`config.mk`:
```
export PLATFORM = sky130hd
export DESIGN_NAME = sign_magnitude_varint_codec
export DESIGN_NICKNAME = d
export VERILOG_FILES = /design/src/sv/smv_pkg.sv /design/src/sv/sign_magnitude_varint_codec.sv /design/src/sv/smv_ctrl.sv /design/src/sv/smv_datapath.sv
export VERILOG_INCLUDE_DIRS = /design/src /design/src/sv
export SDC_FILE = /design/constraint.sdc
export NUM_CORES = 1
export LEC_CHECK = 0
export BUFFER_PORTS_ARGS = -buffer_cell sky130_fd_sc_hd__buf_2
export CORE_MARGIN = 8
export CORE_UTILIZATION = 54
export CTS_BUF_LIST = sky130_fd_sc_hd__clkbuf_8
export DETAILED_ROUTE_END_ITERATION = 8
export GPL_ROUTABILITY_DRIVEN = 0
export PLACE_DENSITY = 0.86
export SYNTH_ARGS = -nofsm -noshare
export SYNTH_HDL_FRONTEND = slang
export SYNTH_SLANG_ARGS = --single-unit
```
`constraint.sdc`:
```
create_clock -name i_clk -period 3.4 [get_ports i_clk]
set_input_delay 0 -clock i_clk [delete_from_list [all_inputs] [get_ports i_clk]]
set_output_delay 0 -clock i_clk [all_outputs]
set_load 0.03 [all_outputs]
```
`src/sv/sign_magnitude_varint_codec_macros.svh`:
```
// assertion macros for the sign-magnitude varint codec
// expects a clock i_clk and an active-low reset i_rst_n in the including scope
`ifndef SIGN_MAGNITUDE_VARINT_CODEC_MACROS_SVH
`define SIGN_MAGNITUDE_VARINT_CODEC_MACROS_SVH

// same-cycle implication, off during reset
`define SMV_ASSERT_NOW(label, ante, cons, msg) \
    label: assert property (@(posedge i_clk) disable iff (!i_rst_n) \
        (ante) |-> (cons)) else $error(msg);

// next-cycle implication, off during reset
`define SMV_ASSERT_NEXT(label, ante, cons, msg) \
    label: assert property (@(posedge i_clk) disable iff (!i_rst_n) \
        (ante) |=> (cons)) else $error(msg);

`endif

```
`src/sv/smv_pkg.sv`:
```
// shared types and constants for the sign-magnitude varint codec
// no dependencies
package smv_pkg;

    localparam int MAX_GROUPS_DEF = 5;
    localparam int GROUP_BITS     = 7;
    localparam int WORD_W         = 32;
    localparam int BYTE_W         = 8;
    localparam int KIND_W         = 2;

    localparam logic [WORD_W-1:0] MOST_NEG = 32'h8000_0000;
    localparam logic [WORD_W-1:0] MAX_MAG  = 32'h7FFF_FFFF;

    typedef enum logic [KIND_W-1:0] {
        KIND_BYTE  = 2'd0,
        KIND_VALUE = 2'd1,
        KIND_ERROR = 2'd2
    } t_kind;

    typedef enum logic [0:0] {
        FUNC_ENCODE = 1'b0,
        FUNC_DECODE = 1'b1
    } t_func;

    typedef enum logic [0:0] {
        ST_IDLE = 1'b0,
        ST_ENC  = 1'b1
    } t_state;

    typedef struct packed {
        logic accept;  // input transfer this cycle
        logic emit;    // send next encoded group from the word register
    } t_cmd;

    typedef struct packed {
        logic out_free;   // output register can load this cycle
        logic word_more;  // word register still holds more than one group
        logic new_more;   // incoming encode item needs more than one byte
    } t_sts;

endpackage

```
`src/sv/sign_magnitude_varint_codec.sv`:
```
// Sign-magnitude varint codec. tuser selects encode (0) or decode (1). Encode turns a
// signed 32-bit value into (magnitude << 1) | sign and sends it as little-endian 7-bit
// groups, bit 7 set on all but the final byte: 1 to 5 output transfers, one per cycle
// while the output register is free; the next item is taken once the last byte enters
// the output register. Decode takes one byte per cycle when the output register is free
// and yields a value or an error transfer only on the closing byte;
// a sixth group, payload bits beyond bit 31, or a continuation byte with tlast set give
// an error and clear the partial word. Encoding leaves a partial decode untouched.
// Throughput is set by the single output register, which moves one result per cycle when not stalled.
// depends on smv_pkg, smv_ctrl, smv_datapath, sign_magnitude_varint_codec_macros.svh
`include "sign_magnitude_varint_codec_macros.svh"

module sign_magnitude_varint_codec #(
    parameter int MAX_GROUPS = smv_pkg::MAX_GROUPS_DEF
) (
    input  logic        i_clk,
    input  logic        i_rst_n,
    input  logic        s_axis_tvalid,
    output logic        s_axis_tready,
    input  logic [39:0] s_axis_tdata,   // value_in [31:0], byte_in [39:32]
    input  logic [0:0]  s_axis_tuser,   // func [0]
    input  logic        s_axis_tlast,   // buffer_end
    output logic        m_axis_tvalid,
    input  logic        m_axis_tready,
    output logic [39:0] m_axis_tdata,   // byte_out [7:0], value_out [39:8]
    output logic [1:0]  m_axis_tuser,   // kind [1:0]
    output logic        m_axis_tlast    // last
);

    smv_pkg::t_cmd  w_cmd;
    smv_pkg::t_sts  w_sts;
    smv_pkg::t_kind w_kind;
    logic [smv_pkg::BYTE_W-1:0] w_byte;
    logic [smv_pkg::WORD_W-1:0] w_value;

    smv_ctrl u_ctrl (
        .i_clk      (i_clk),
        .i_rst_n    (i_rst_n),
        .i_in_valid (s_axis_tvalid),
        .i_sts      (w_sts),
        .o_in_ready (s_axis_tready),
        .o_cmd      (w_cmd)
    );

    smv_datapath #(
        .MAX_GROUPS (MAX_GROUPS)
    ) u_datapath (
        .i_clk        (i_clk),
        .i_rst_n      (i_rst_n),
        .i_cmd        (w_cmd),
        .i_func       (s_axis_tuser[0]),
        .i_value      (s_axis_tdata[31:0]),
        .i_byte       (s_axis_tdata[39:32]),
        .i_buffer_end (s_axis_tlast),
        .i_out_ready  (m_axis_tready),
        .o_sts        (w_sts),
        .o_out_valid  (m_axis_tvalid),
        .o_kind       (w_kind),
        .o_byte       (w_byte),
        .o_value      (w_value),
        .o_last       (m_axis_tlast)
    );

    assign m_axis_tdata = {w_value, w_byte};
    assign m_axis_tuser = w_kind;

    // a held result blocks the input side
    `SMV_ASSERT_NOW(a_stall_blocks_input, m_axis_tvalid && !m_axis_tready, !s_axis_tready, "input ready while output stalled")
    // encoded bytes carry the continuation flag exactly when not final
    `SMV_ASSERT_NOW(a_cont_flag, m_axis_tvalid && (w_kind == smv_pkg::KIND_BYTE), m_axis_tlast == !w_byte[7], "continuation flag disagrees with last")
    // value and error results always close their item
    `SMV_ASSERT_NOW(a_single_result, m_axis_tvalid && (w_kind != smv_pkg::KIND_BYTE), m_axis_tlast, "decode result without last")
    // a non-final encoded byte is followed by more output of the same item
    `SMV_ASSERT_NEXT(a_enc_continues, m_axis_tvalid && m_axis_tready && (w_kind == smv_pkg::KIND_BYTE) && !m_axis_tlast, m_axis_tvalid && (w_kind == smv_pkg::KIND_BYTE), "encode run broken")

endmodule

```
`src/sv/smv_ctrl.sv`:
```
// controller for the sign-magnitude varint codec: idle / encode-drain sequencing
// depends on smv_pkg
module smv_ctrl (
    input  logic          i_clk,
    input  logic          i_rst_n,
    input  logic          i_in_valid,
    input  smv_pkg::t_sts i_sts,
    output logic          o_in_ready,
    output smv_pkg::t_cmd o_cmd
);

    smv_pkg::t_state r_state;
    smv_pkg::t_state n_state;

    always_ff @(posedge i_clk) begin
        if (!i_rst_n) begin
            r_state <= smv_pkg::ST_IDLE;
        end else begin
            r_state <= n_state;
        end
    end

    always_comb begin
        n_state = r_state;
        case (r_state)
            smv_pkg::ST_IDLE: begin
                if (i_in_valid && i_sts.out_free && i_sts.new_more) begin
                    n_state = smv_pkg::ST_ENC;
                end
            end
            smv_pkg::ST_ENC: begin
                if (i_sts.out_free && !i_sts.word_more) begin
                    n_state = smv_pkg::ST_IDLE;
                end
            end
            default: n_state = smv_pkg::ST_IDLE;
        endcase
    end

    always_comb begin
        o_in_ready  = 1'b0;
        o_cmd       = '0;
        case (r_state)
            smv_pkg::ST_IDLE: begin
                o_in_ready   = i_sts.out_free;
                o_cmd.accept = i_in_valid && i_sts.out_free;
            end
            smv_pkg::ST_ENC: begin
                o_cmd.emit = i_sts.out_free;
            end
            default: begin
                o_in_ready = 1'b0;
            end
        endcase
    end

endmodule

```
`src/sv/smv_datapath.sv`:
```
// datapath for the sign-magnitude varint codec: code word register,
// decode accumulator and group count, output register
// depends on smv_pkg
module smv_datapath #(
    parameter int MAX_GROUPS = smv_pkg::MAX_GROUPS_DEF
) (
    input  logic                         i_clk,
    input  logic                         i_rst_n,
    input  smv_pkg::t_cmd                i_cmd,
    input  logic                         i_func,
    input  logic [smv_pkg::WORD_W-1:0]   i_value,
    input  logic [smv_pkg::BYTE_W-1:0]   i_byte,
    input  logic                         i_buffer_end,
    input  logic                         i_out_ready,
    output smv_pkg::t_sts                o_sts,
    output logic                         o_out_valid,
    output smv_pkg::t_kind               o_kind,
    output logic [smv_pkg::BYTE_W-1:0]   o_byte,
    output logic [smv_pkg::WORD_W-1:0]   o_value,
    output logic                         o_last
);

    localparam int WW     = smv_pkg::WORD_W;
    localparam int GB     = smv_pkg::GROUP_BITS;
    localparam int CNT_W  = $clog2(MAX_GROUPS + 1);
    localparam int SH_W   = $clog2(GB * MAX_GROUPS + 1);
    localparam int WIDE_W = WW + GB * (MAX_GROUPS + 1);

    logic [WW-1:0]    r_acc,   n_acc;
    logic [CNT_W-1:0] r_count, n_count;
    logic [WW-1:0]    r_word,  n_word;
    logic             r_out_valid, n_out_valid;
    smv_pkg::t_kind   r_kind,  n_kind;
    logic [smv_pkg::BYTE_W-1:0] r_byte, n_byte;
    logic [WW-1:0]    r_value, n_value;
    logic             r_last,  n_last;

    logic [WW-1:0]     w_mag;
    logic [WW-1:0]     w_new_word;
    logic [WW-1:0]     w_src_word;
    logic              w_src_more;
    logic [SH_W-1:0]   w_shift;
    logic [WIDE_W-1:0] w_wide;
    logic              w_over;
    logic              w_too_many;
    logic [WW-1:0]     w_acc_or;
    logic [WW-1:0]     w_dec_mag;
    logic              w_out_free;
    logic              w_enc_load;
    logic              w_dec;

    // sign-magnitude code word of the incoming value; most negative saturates
    always_comb begin
        w_mag = WW'(0) - i_value;
        if (i_value == smv_pkg::MOST_NEG) begin
            w_mag = smv_pkg::MAX_MAG;
        end
        if (i_value[WW-1]) begin
            w_new_word = {w_mag[WW-2:0], 1'b1};
        end else begin
            w_new_word = {i_value[WW-2:0], 1'b0};
        end
    end

    assign w_out_free = !r_out_valid || i_out_ready;
    assign w_enc_load = i_cmd.accept && (i_func == smv_pkg::FUNC_ENCODE);
    assign w_dec      = i_cmd.accept && (i_func == smv_pkg::FUNC_DECODE);

    // group source: fresh word on accept, word register while draining
    assign w_src_word = w_enc_load ? w_new_word : r_word;
    assign w_src_more = |w_src_word[WW-1:GB];

    // decode group placement
    assign w_shift    = SH_W'(r_count) * SH_W'(GB);
    assign w_wide     = {{(WIDE_W-GB){1'b0}}, i_byte[GB-1:0]} << w_shift;
    assign w_over     = |w_wide[WIDE_W-1:WW];
    assign w_too_many = r_count >= CNT_W'(MAX_GROUPS);
    assign w_acc_or   = r_acc | w_wide[WW-1:0];
    assign w_dec_mag  = {1'b0, w_acc_or[WW-1:1]};

    always_comb begin
        n_acc       = r_acc;
        n_count     = r_count;
        n_word      = r_word;
        n_kind      = r_kind;
        n_byte      = r_byte;
        n_value     = r_value;
        n_last      = r_last;
        n_out_valid = r_out_valid && !i_out_ready;

        if (w_enc_load || i_cmd.emit) begin
            n_out_valid = 1'b1;
            n_kind      = smv_pkg::KIND_BYTE;
            n_byte      = {w_src_more, w_src_word[GB-1:0]};
            n_value     = '0;
            n_last      = !w_src_more;
            n_word      = w_src_word >> GB;
        end

        if (w_dec) begin
            if (w_too_many || w_over || (i_byte[GB] && i_buffer_end)) begin
                n_acc       = '0;
                n_count     = '0;
                n_out_valid = 1'b1;
                n_kind      = smv_pkg::KIND_ERROR;
                n_byte      = '0;
                n_value     = '0;
                n_last      = 1'b1;
            end else if (i_byte[GB]) begin
                // continuation: keep collecting, no result
                n_acc   = w_acc_or;
                n_count = r_count + CNT_W'(1);
            end else begin
                n_acc       = '0;
                n_count     = '0;
                n_out_valid = 1'b1;
                n_kind      = smv_pkg::KIND_VALUE;
                n_byte      = '0;
                n_value     = w_acc_or[0] ? (WW'(0) - w_dec_mag) : w_dec_mag;
                n_last      = 1'b1;
            end
        end
    end

    always_ff @(posedge i_clk) begin
        if (!i_rst_n) begin
            r_acc       <= '0;
            r_count     <= '0;
            r_out_valid <= 1'b0;
        end else begin
            r_acc       <= n_acc;
            r_count     <= n_count;
            r_out_valid <= n_out_valid;
        end
    end

    always_ff @(posedge i_clk) begin
        r_word  <= n_word;
        r_kind  <= n_kind;
        r_byte  <= n_byte;
        r_value <= n_value;
        r_last  <= n_last;
    end

    assign o_sts.out_free  = w_out_free;
    assign o_sts.word_more = |r_word[WW-1:GB];
    assign o_sts.new_more  = (i_func == smv_pkg::FUNC_ENCODE) && (|w_new_word[WW-1:GB]);

    assign o_out_valid = r_out_valid;
    assign o_kind      = r_kind;
    assign o_byte      = r_byte;
    assign o_value     = r_value;
    assign o_last      = r_last;

endmodule
```
Word level (Yosys, flattened, before mapping):

Index checks and enable logic that the tools add are counted.

* register bits after elaboration: 105
* bits of input ports: 46
* output and inout bits: 45
* word-level logic and storage cells: 73

* $add $sub $neg: 3
* multipliers: 1
* magnitude comparators: 1
* equal/unequal tests: 1
* shift operators: 1
* muxes and demuxes: 34
* bitwise operators: 3
* reductions and logical operators: 20

Operators by type and width (count)
* $mux W32: 9
* $shl A7 B6 Y74: 1
* $reduce_or A25 Y1: 2
* $reduce_or A42 Y1: 1
* $eq A32 B32 Y1 const B: 1
* $mux W8: 4
* $or A32 B32 Y32: 1
* $sub A1 B31 Y32 const A: 1
* $mux W31: 1
* $sub A1 B31 Y31 const A: 1
* $reduce_or A18 Y1: 1
* $mux W1: 13
* $logic_and A1 B1 Y1: 8
* $mux W2: 4
* $mul A3 B3 Y6 const B: 1
* $mux W3: 2
* $logic_not A1 Y1: 4
* $logic_or A1 B1 Y1: 4
* $add A3 B1 Y3 const B: 1
* $ge A3 B3 Y1 const B: 1
* $not A1 Y1: 2
* $pmux W1 S2: 1

Longest topological paths before layout:

* depth after elaboration: 12
* mapped depth: 13

Modules after synthesis:

A second synthesis with hierarchy kept.

* cells, all modules: 691
* area total of the unflattened synthesis: 5906.9 um^2

Modules (own cells, without submodules)
* smv_datapath: times used 1, cells an instance 683, area each 5839.4 um^2, seq. area each 2332.2 um^2
* smv_ctrl: times used 1, cells an instance 8, area each 67.6 um^2, seq. area each 20.0 um^2

Least setup slack after synthesis:

OpenSTA, ideal clock, no wires.

* path kind: reg2reg
* from: register u_datapath.r_out_valid (netlist: u_datapath.o_out_valid)
* to: register u_datapath.r_value[20] (netlist: u_datapath.o_value[20])
* data arrival time: 3.407 ns
* slack: -0.132 ns
* stages on the path, launching flop included: 9
* clock period less this slack: 3.532 ns
* cell sequence: dfxtp_1 > nor2b_1 > nor4b_1 > a21oi_1 > inv_1 > buf_1 > nor2_1 > o311ai_0 > nand2_1

* cells in the longest elaborated chain, start to end: 10
* elaborated cells on any way between the ends: 12
* classes of those cells: mux: 6; reduce/logical: 6

RTL lines
* start: declaration: RTL line smv_datapath.sv:32 `logic r_out_valid, n_out_valid;`
* start signal: assignment: RTL line smv_datapath.sv:133 `r_out_valid <= n_out_valid;`
* $logic_not A1 Y1 *: RTL line smv_datapath.sv:65 `assign w_out_free = !r_out_valid || i_out_ready;`
* $logic_or A1 B1 Y1 *: RTL line smv_datapath.sv:65
* $logic_and A1 B1 Y1: RTL line smv_ctrl.sv:46 `o_cmd.accept = i_in_valid && i_sts.out_free;`
* $mux W1: RTL line smv_ctrl.sv:43 `case (r_state)`
* $logic_and A1 B1 Y1: RTL line smv_datapath.sv:66 `assign w_enc_load = i_cmd.accept && (i_func == smv_pkg::FUNC_ENCODE);`
* $logic_or A1 B1 Y1: RTL line smv_datapath.sv:91 `if (w_enc_load || i_cmd.emit) begin`
* $mux W32: RTL line smv_datapath.sv:91
* $mux W32: RTL line smv_datapath.sv:109 `end else if (i_byte[GB]) begin`
* $mux W32: RTL line smv_datapath.sv:101 `if (w_too_many || w_over || (i_byte[GB] && i_buffer_end)) begin`
* $mux W32 *: RTL line smv_datapath.sv:100 `if (w_dec) begin`
* via u_datapath.n_value[20]: RTL line smv_datapath.sv:35 `logic [WW-1:0] r_value, n_value;`
* end signal: assignment: RTL line smv_datapath.sv:141 `r_value <= n_value;`
* end: declaration: RTL line smv_datapath.sv:35

The timed path passes the listed nets; every way through them passes the cells marked *.
A chain may end at the register's enable or synchronous reset.

Worst setup path in the final report:

* from: input port s_axis_tdata[0]
* to: register u_datapath.r_byte (netlist bit u_datapath.o_byte[7])

* cells in the longest elaborated chain, start to end: 9
* elaborated cells on any way between the ends: 10
* classes of those cells: add/sub: 1; eq/ne: 1; mux: 7; reduce/logical: 1

RTL lines
* start: declaration: RTL line sign_magnitude_varint_codec.sv:20 `input logic [39:0] s_axis_tdata,`
* $sub A1 B31 Y31 or $eq A32 B32 Y1 (tied branches): RTL line smv_datapath.sv:54, smv_datapath.sv:55
* $mux W31 *: RTL line smv_datapath.sv:55 `if (i_value == smv_pkg::MOST_NEG) begin`
* $mux W32 *: RTL line smv_datapath.sv:58 `if (i_value[WW-1]) begin`
* $mux W32 *: RTL line smv_datapath.sv:70 `assign w_src_word = w_enc_load ? w_new_word : r_word;`
* via u_datapath.w_src_word[15]: RTL line smv_datapath.sv:40 `logic [WW-1:0] w_src_word;`
* $reduce_or A25 Y1 *: RTL line smv_datapath.sv:71 `assign w_src_more = |w_src_word[WW-1:GB];`
* $mux W8 *: RTL line smv_datapath.sv:91
* $mux W8: RTL line smv_datapath.sv:109
* $mux W8: RTL line smv_datapath.sv:101
* $mux W8 *: RTL line smv_datapath.sv:100
* via u_datapath.n_byte (one bit): RTL line smv_datapath.sv:34 `logic [smv_pkg::BYTE_W-1:0] r_byte, n_byte;`
* end signal: assignment: RTL line smv_datapath.sv:140 `r_byte <= n_byte;`
* end: declaration: RTL line smv_datapath.sv:34

Marks and branches as above.

==> flow_summary.ini <==
[critical_path]
cp.required_ns = 3.66
crit_path_start_kind = input port
worstSetupPathType = in2reg
arrival_ns = 3.49
end_kind = register
crit_fanout = 10

[synth]
synth_edf_count = 25
syn_area_sq_um = 6360
ys_seq_area_frac = 0.370
yosys_most_used_dff = dfxtp_1
netlist_top_cells_area = dfxtp_1, edfxtp_1, nor2_1
yosysUniqueCellTypes = 77
avgSynthCellArea_sq_um = 8.15
synthesis.nets = 831
async_reset_ff_frac = 0
yosys_warnings = 0
yosysTopAreaCellShare = 0.252
synth_cells = 781
ys_seq_elements = 105
yosysTopAreaCell = dfxtp_1

[sta]
slew_headroom = 0.347
worst_pin_slew_ns = 0.975
post-route-period-util = 0.949
maxSlewViolCount = 0
fin_ws_ns = 0.174
final-hold-violation-count = 0
period_needed_ns = 3.23
rsz0062_at_grt = no
skew_ns = 0.0106
fmax_mhz = 310
setup_tns_ns = 0
setup_viol = 0

[clock_tree]
cts.sinks = 105
clk_pin_slew_ns = 0.10
clock_latency_ns = 0.38
cts_buffers = 9
cts_tree = done
root_buffer = clkbuf_8
cts_setup_buffers = 0
ctsHtreeMaxLevel = 3
clock_path_buffers = 2

[finish]
nets = 919
drive_gt1_frac = 0.200
fillers = 961
syn_to_final_growth_pct = 15.2
diodes = 0
final_cells = 1017

[grt]
grt_overflow = 0
antenna_found_initial = 0
grt_usage = 0.237
first_global_vias = 6324
grt_pass1_wl_microns = 31600
grt_max_degree = 43

[floorplan]
coreArea_sq_um = 11500
initial_core_util = 0.555
row_count = 39
ioPinCount = 91
die_area_sq_um = 15500
fp.dieH_microns = 125
die_w_microns = 125

[routing]
viasPerCell = 6.53
ant_nets = 0
initialDrtViolationCount = 921
post-route-drc-count = 0
wl_microns = 19300
wire_per_inst_microns = 19.0
vias = 6637
drt_pass1_iterations = 7

[hold_path]
hold_path_class = in2reg

[place]
post-place-ws_ns = 0.384
place_inst = 997
hpwl_microns = 14100
io_buffer_count = 90

[flow_run]
cap_viol_max_count = 0

[power_and_ir_drop]
powerDensity_nw_per_um2 = 446
ir_drop_uv = 390
p_leak_uw = 0.00285
p_total_uw = 3270

[status]
status = completed
-- metal layers --
layer  track usage  vias to the layer above  part of all wire
met4        0.0808                        0             0.023
met5             0                        -                 0
met2         0.384                      396              0.45
met1         0.304                     3086              0.42
li1              -                     3105                 -
met3        0.0545                       50             0.099
-- cell usage in the layout, fill, tap and decap left out, types with 9 or more instances in the layout --
cell        n
nor4_1     13
o21ai_0    30
or2_2      10
buf_2      90
nand3_1    12
nand4_1     9
edfxtp_1   25
buf_4      35
and2_1      9
or3_1      10
nand2_1    45
nor3_1     25
xor2_1     28
a31oi_1    28
a22oi_1    19
xnor2_1    20
nor2_1    127
clkbuf_8    9
dfxtp_1    79
or4_1      11
a21oi_1    86
-- path summary, 6_finish.rpt --
path	slack (ns)	cells after the start	from	endpoint
max	0.17	12	s_axis_tdata[0]	u_datapath.o_byte[7]$_DFF_P_
min	0.03	2	s_axis_tdata[29]	u_datapath.r_word[23]$_DFFE_PP_
max reg2reg	0.44	10	u_datapath.r_count[1]$_SDFFE_PN0P_	u_datapath.r_acc[23]$_SDFFE_PN0P_
min reg2reg	0.46	1	u_datapath.o_kind[1]$_DFF_P_	u_datapath.o_kind[1]$_DFF_P_
-- where the power goes --
part | internal (uW) | switching (uW)
Sequential | 1410 | 73.3
Combinational | 279 | 579
Clock | 491 | 435
Total | 2180 | 1090
-- worst max-delay path, stage by stage --
cell           delay, ns
dlygate4sd3_1       0.55
buf_2               0.14
inv_1               0.09
ha_1                0.18
or3b_2              0.59
o41ai_1             0.45
xor2_1              0.25
a31oi_1             0.14
nor4_1              0.39
o221ai_1            0.25
nor4_4              0.37
nor2_1              0.09
-- stage by stage --
| stage | utilization | hold slack [ns] | cell area (sq um) |
|---|---|---|---|
| 6_report | 0.640 | 0.0290 | 7330 |
| 2_1_floorplan | - | 0.116 | 6370 |
| 3_5_place_dp | 0.614 | 0.301 | 7040 |
| 4_1_cts | 0.639 | 0.00172 | 7320 |
| 3_3_place_gp | 0.614 | 0.289 | 7040 |
| 5_1_grt | 0.640 | 0.0178 | 7330 |
-- flip-flops by register name, indices dropped and copies added, names as in the netlist --
| register | cells |
|---|---|
| u_datapath.r_count | 3 |
| u_datapath.r_acc | 32 |
| u_datapath.o_byte | 8 |
| u_datapath.o_last | 1 |
| u_datapath.o_out_valid | 1 |
| u_ctrl.r_state | 1 |
| u_datapath.o_value | 32 |
| u_datapath.o_kind | 2 |
| u_datapath.r_word | 25 |
-- what timing repair did --
action                                  4_1_cts  5_1_grt
hold endpoints to repair                      4        0
resized for setup                             0        2
endpoints found under the setup margin        0        2
hold buffers                                  4        0
-- cells by family after synthesis --
group	synth area share
muxes	0.00491
buffers and inverters	0.0399
DFF	0.370
and+or+nand+nor	0.256
AOI/OAI and AO/OA	0.255
xor gates and xnor gates	0.0661
adders and majority gates	0.00786
-- cell usage after synthesis, types with 5 or more instances --
cell	number
buf_2	5
and3_1	6
a21o_1	5
o21ai_0	30
a21oi_1	87
o221ai_1	5
and2_1	9
a31oi_1	28
nor2_1	127
o31ai_1	7
nor3_1	25
a211oi_1	8
xnor2_1	20
a2111oi_0	8
clkbuf_1	41
nand3_1	12
nor4_1	13
or3_1	10
a41oi_1	8
inv_1	7
nand4_1	9
dfxtp_1	80
edfxtp_1	25
or4_1	11
nor3b_1	6
o41ai_1	5
xor2_1	28
nand2_1	45
a32oi_1	5
or2_2	10
a22oi_1	19
-- layout make-up --
cell class	instances	area, sq um	share of cell area
Clock buffer	9	124	0.0169
Tap cell	143	179	0.0244
Timing Repair Buffer	129	753	0.103
Multi-Input combinational cell	616	3780	0.515
Inverter	8	30.0	0.00409
Sequential cell	105	2350	0.321
Clock inverter	7	118	0.0160
(Power assumes the default switching activity.)
